===== config.mk =====
export PLATFORM = sky130hd
export DESIGN_NAME = mpem_cell
export DESIGN_NICKNAME = d
export VERILOG_FILES = /design/src/rtl/mpem_pkg.sv /design/src/rtl/mpem_cell.sv
export SDC_FILE = /design/constraint.sdc
export NUM_CORES = 1
export LEC_CHECK = 0
export ABC_CLOCK_PERIOD_IN_PS = 2400
export BUFFER_PORTS_ARGS = -buffer_cell sky130_fd_sc_hd__buf_2
export CORE_MARGIN = 1.5
export CORE_UTILIZATION = 60
export CTS_CLUSTER_SIZE = 25
export DETAILED_ROUTE_END_ITERATION = 12
export PLACE_DENSITY = 0.95
export SETUP_SLACK_MARGIN = 0.05
export SLEW_MARGIN = 20
export SYNTH_ARGS = -nofsm -noshare
export SYNTH_HDL_FRONTEND = slang
export SYNTH_SLANG_ARGS = --single-unit

===== constraint.sdc =====
create_clock -name clock -period 2.4 [get_ports clock]
set_input_delay 0.12 -clock clock [delete_from_list [all_inputs] [get_ports clock]]
set_output_delay 0.12 -clock clock [all_outputs]
set_load 0.05 [all_outputs]

===== src/rtl/mpem_pkg.sv =====
`default_nettype none

package mpem_pkg;

   // fixed field widths of the stream payloads
   localparam int OPCODE_W         = 2;
   localparam int PATTERN_INDEX_W  = 4;
   localparam int BYTE_OFFSET_W    = 6;
   localparam int BYTE_W           = 8;
   localparam int PATTERN_LENGTH_W = 7;
   localparam int MATCH_PATTERN_W  = 4;
   localparam int MATCH_START_W    = 32;

   // cap on result beats reported for one text byte
   localparam int MAX_RESULTS = 16;

   typedef enum logic [OPCODE_W-1:0] {
      OP_LOAD_BYTE  = 2'd0,
      OP_SET_LENGTH = 2'd1,
      OP_TEXT_BYTE  = 2'd2,
      OP_NEW_TEXT   = 2'd3
   } mpem_opcode_type;

   typedef struct packed {
      mpem_opcode_type               opcode;
      logic [PATTERN_INDEX_W-1:0]    pattern_index;
      logic [BYTE_OFFSET_W-1:0]      byte_offset;
      logic [BYTE_W-1:0]             byte_value;
      logic [PATTERN_LENGTH_W-1:0]   pattern_length;
   } mpem_req_type;

   typedef struct packed {
      logic [MATCH_PATTERN_W-1:0]    match_pattern;
      logic [MATCH_START_W-1:0]      match_start;
      logic                          last_of_run;
   } mpem_rsp_type;

   // per-cycle command broadcast to every cell of the chain
   typedef struct packed {
      logic advance;   // shift window, latch new prefix flags
      logic kill;      // drop all prefix flags
   } mpem_cell_ctrl_type;

   typedef enum logic {
      ST_RUN    = 1'b0,
      ST_REPLAY = 1'b1
   } mpem_state_type;

endpackage

`default_nettype wire


===== src/rtl/mpem_cell.sv =====
`default_nettype none

// One byte column of the matcher: holds byte j of every pattern, one window
// byte, and the prefix flags "pattern p bytes 0..j match the text ending now".
module mpem_cell #(
   parameter int PATTERN_COUNT = 16,
   parameter int PIDX_W        = 4
) (
   input  logic                            clock,
   input  logic                            reset,
   input  mpem_pkg::mpem_cell_ctrl_type    ctrl,
   input  logic [mpem_pkg::BYTE_W-1:0]     feed_byte,
   input  logic [mpem_pkg::BYTE_W-1:0]     win_in,
   output logic [mpem_pkg::BYTE_W-1:0]     win_out,
   input  logic [PATTERN_COUNT-1:0]        prev_flags,
   output logic [PATTERN_COUNT-1:0]        flags_out,
   input  logic                            wr_en,
   input  logic [PIDX_W-1:0]               wr_index,
   input  logic [mpem_pkg::BYTE_W-1:0]     wr_byte,
   input  logic [PATTERN_COUNT-1:0]        end_sel,
   output logic [PATTERN_COUNT-1:0]        hit
);

   logic [mpem_pkg::BYTE_W-1:0] pat_ff [PATTERN_COUNT];
   logic [mpem_pkg::BYTE_W-1:0] win_ff;
   logic [PATTERN_COUNT-1:0]    flag_ff;
   logic [PATTERN_COUNT-1:0]    flag_in;

   always_comb begin
      for (int p = 0; p < PATTERN_COUNT; p++) begin
         flag_in[p] = prev_flags[p] & (pat_ff[p] == feed_byte);
      end
   end

   // pattern ends here when its length selects this column
   assign hit       = flag_in & end_sel;
   assign flags_out = flag_ff;
   assign win_out   = win_ff;

   always_ff @(posedge clock) begin
      if (reset || ctrl.kill) begin
         flag_ff <= '0;
      end else if (ctrl.advance) begin
         flag_ff <= flag_in;
      end
   end

   always_ff @(posedge clock) begin
      if (ctrl.advance) begin
         win_ff <= win_in;
      end
   end

   always_ff @(posedge clock) begin
      if (wr_en) begin
         pat_ff[wr_index] <= wr_byte;
      end
   end

endmodule

`default_nettype wire


* After elaboration in Yosys (flattened, before gate mapping)
Memory sizes are Yosys's and may differ from the RTL's. Index checks and enable logic that the tools add are counted.
Operators by class: eq/ne operators 16, mux-type cells 2, bitwise gates (word level) 17, reduce and logical (&&, ||, !) cells 1
Operators with widths (number):
- $eq 8x8->1 | 16
- $and 1x1->1 | 16
- $and 16x16->16 | 1
- $mux 1 | 2
- $logic_or 1x1->1 | 1
Word-level totals: register bits 24, RAM bits 128, input bits 65, output and inout bits 40, word-level logic and storage cells 39, memories 1
Memory list:
- pat_ff | words 16, bits a word 8, read ports 16, clocked after Yosys merged registers in 0, wr ports 1, line mpem_cell.sv:24 | logic [mpem_pkg::BYTE_W-1:0] pat_ff [PATTERN_COUNT];

* Logic depth before layout (Yosys ltp)
word-level depth 3, mapped depth 6, gate-level depth less buffers 4

* Worst setup path after synthesis
Ideal clock, no wire load.
path type input to register, start point input wr_index[2], end point memory pat_ff[0][0] (netlist bit) (enable), arrival time 1230 ps, slack 787 ps, cell stages on the path 2, cells stage by stage or3b_2 > nor3_1
RTL lines:
- start: declaration | line mpem_cell.sv:18 | input logic [PIDX_W-1:0] wr_index,
- end: declaration | line mpem_cell.sv:24
Straight into the memory's write port.

==> summary.md <==
| Metric | Value |
|---|---|
| Min Tclk post-route | `2.15 ns` |
| PortBufs | `104` |
| Maximum root-to-sink buffer count | `2` |
| GR Util All Layers | `29.1%` |
| CP cell instances | `xnor2_1 > nand4_1 > nor3_1 > and3_1 > buf_2` |
| Seq cells post-synth | `152` |
| First-pass GRT wire length | `~24000 um` |
| Met3 WL | `1570 um` |
| HPWL Detailed | `9170 um` |
| Final setup violation count | `0` |
| Hold buffer count at cts | `23` |
| Num CTS Buffers | `17` |
| Via/cell ratio | `between 5 and 6` |
| Max-slew violation count | `0` |
| Initial antenna violation count | `2` |
| PD cells | `between 700 and 800 mW/mm^2` |
| Critical path type | `reg2out` |
| Worst vdd ir | `482 uV` |
| CTS root buffer | `clkbuf_8` |
| FP Rows | `37` |
| Yosys Warn Count | `0` |
| Worst slew pin tran | `roughly 0.87 ns` |
| Die X | `107 um` |
| Crit path capture type | `output pin` |
| Total detailed-routing wirelength | `15900 um` |
| Slew headroom | `a little over two fifths` |
| Boundary Pins | `105` |
| Layout Skew | `~0.01 ns` |
| Critical-path top delay cell | `edfxtp_1` |
| Flop pwr share | `49.4%` |
| Final Util | `between 70% and 80%` |
| Die area | `0.0114 sq mm` |
| Status | `completed` |
| CP required | `2.28 ns` |
| TNS Setup | `0 ns` |
| Syn Area/Cell | `between 10 and 15 sq um` |
| GP Congestion | `0.791` |
| Highest clock rate | `between 400 and 500 MHz` |
| DRT antenna net count | `0` |
| DRT iter0 DRCs | `483` |
| Met2 wire len | `8220 um` |
| Post-CTS Resized | `0` |
| Count of unique library cells instantiated by Yosys | `22` |
| Core ar. | `between 0.01 and 0.015 sq mm` |
| Vias in the first global route | `between 4000 and 5000` |
| Max cap viols | `0` |
| Nets | `between 600 and 700` |
| Critical Path Max Stage Delay | `0.43 ns` |
| H-tree lvl count | `4` |
| Worst skew pair latency | `0.53 ns` |
| CTS tree | `done` |
| Switching share of power | `between 20 and 25%` |
| Clk sink count | `around 150` |
| Yosys top cell area share | `a little under two thirds` |
| Post-synthesis sequential area ratio | `68.3%` |
| DR DRC count | `0` |
| Post-CTS Setup Bufs | `0` |
| Reg clk slew, reported paths | `approximately 0.06 ns` |
| Internal power | `around 4.7 mW` |
| Logic gate share of total power | `roughly 7.5%` |
| Hold Crit Class | `in2reg` |
| Syn-to-layout area delta | `21.4%` |
| Highest Signal Layer | `met4` |
| Pre-antenna DRT Iters | `5` |
| RSZ-0062 raised after global routing | `false` |
| Netlist Area Pre-Place | `0.00645 sq mm` |
| DR WL/cell | `about 22 um` |
| Fin. Hold Viols | `0` |
| Metal-1 WL | `about 5600 um` |
| Crit share post-route | `89.6%` |
| Gate Count Post-Synth | `440` |
| Critical path fanouts, max | `2` |
| Initial Util | `slightly above 60%` |
| Leading area contributor after synthesis | `edfxtp_1` |
| Static Leakage | `2.83 nW` |
| Share of layout cells above drive strength 1 | `between 20% and 30%` |
| Overflow after GRT | `0` |
| Pin count of the biggest net entering global routing | `17` |
| Synth Net Count | `505` |
| Critical path arrival | `2.03 ns` |
| Die Y | `107 um` |
| Worst setup SP type | `register` |
| Vias | `4313` |
| Area contributors post-synth | `edfxtp_1 63%, xor2_1 11%, xnor2_1 6.8%` |
| Clk pwr share | `43.1%` |
| Sw Pwr | `1.31 mW` |
## worst max-delay path, delay by kind of cell (launching register included)
| family | cells | cell delay, ns |
|---|---|---|
| simple gates | 3 | 0.66 |
| flops | 1 | 0.43 |
| buf+inv | 1 | 0.27 |
| xor+xnor | 1 | 0.15 |
## cell usage in the layout (no fill, tap or decap), types with 4 or more instances in the layout
cell	n
dlygate4sd3_1	23
nor3_1	21
and3_1	5
buf_2	104
nand3_1	15
edfxtp_1	136
clkbuf_16	16
nand4_1	26
xor2_1	78
clkbuf_8	5
a32o_1	4
nor2_1	35
xnor2_1	50
buf_4	7
o21ai_1	12
clkinv_2	5
nand2_1	14
dfxtp_1	16
## power by group through the flow
| stage | Combinational, mW | Sequential [mW] | Clock [mW] |
|---|---|---|---|
| detailed placement | 0.406 | 3.02 | 0 |
| CTS | 0.446 | 2.96 | 2.59 |
| global route | 0.478 | 2.97 | 2.68 |
| floorplan | 0.221 | 3.05 | 0 |
| finish | 0.452 | 2.96 | 2.58 |
| global placement | 0.388 | 3.01 | 0 |
## Yosys cell counts
cell type  count
edfxtp_1     136
xor2_1        78
xnor2_1       50
nor2_1        35
nand4_1       26
nor3_1        21
dfxtp_1       16
nand3_1       15
nand2_1       14
o21ai_1       12
buf_6          9
and3_1         5
a32o_1         4
buf_2          4
buf_4          4
nor3_2         3
nand2b_1       2
nand3b_1       2
buf_12         1
nor3b_4        1
nor4_1         1
or3b_2         1
## worst paths after layout
check | from | endpoint | slack [ns] | cells past startpoint
setup / recovery | pat_ff[15][0] | hit[15] | 0.25 | 5
hold / removal | wr_byte[7] | pat_ff[15][7] | 0.02 | 1
setup reg to reg | pat_ff[0][6] | flags_out[0] | 0.81 | 5
hold reg to reg | flags_out[7] | flags_out[7] | 0.44 | 2
## per-stage QoR
stage | instances | setup slack [ns] | power [mW] | hold WS, ns | cell area (sq um)
final | 726 | 0.250 | 6.00 | 0.0228 | 7830
after global routing | 726 | 0.147 | 6.12 | 0.0201 | 7830
after CTS | 724 | 0.241 | 5.99 | 0.00542 | 7820
after detailed placement | 669 | 0.637 | 3.42 | 0.298 | 7020
after global placement | 669 | 0.706 | 3.40 | 0.299 | 7020
after floorplan | 440 | 0.787 | 3.27 | 0.219 | 6450
## final cells by class
type,instances,area (sq um)
diodes,2,5.00
clock buffers,24,480
clock inverters,8,93.8
well taps,136,170
repair buffers,134,803
fillers,582,2540
flip-flops and latches,152,4400
multi-input cells,270,1870
## flip-flops by register name, indices dropped and copies added, names as in the netlist
| name | count |
|---|---|
| win_out | 8 |
| flags_out | 16 |
| pat_ff | 128 |
## routing by layer
metal | vias up | global-route usage [%]
li1 | 1860 | -
met1 | 2081 | 34.5
met2 | 316 | 49.2
met3 | 56 | 6.50
met4 | 0 | 16.4
met5 | - | 0
## kinds of logic (layout without fill, tap and decap cells)
group	count (synthesis)	after routing	share of synthesized area (%)
buffers and inverters	18	166	2.66
AO/OA/AOI/OAI	16	16	1.55
other	0	2	0
flip-flops	152	152	68.3
AND/OR/NAND/NOR	126	126	10.1
XOR/XNOR	128	128	17.4
No activity file was read; power rests on OpenSTA's default activity.
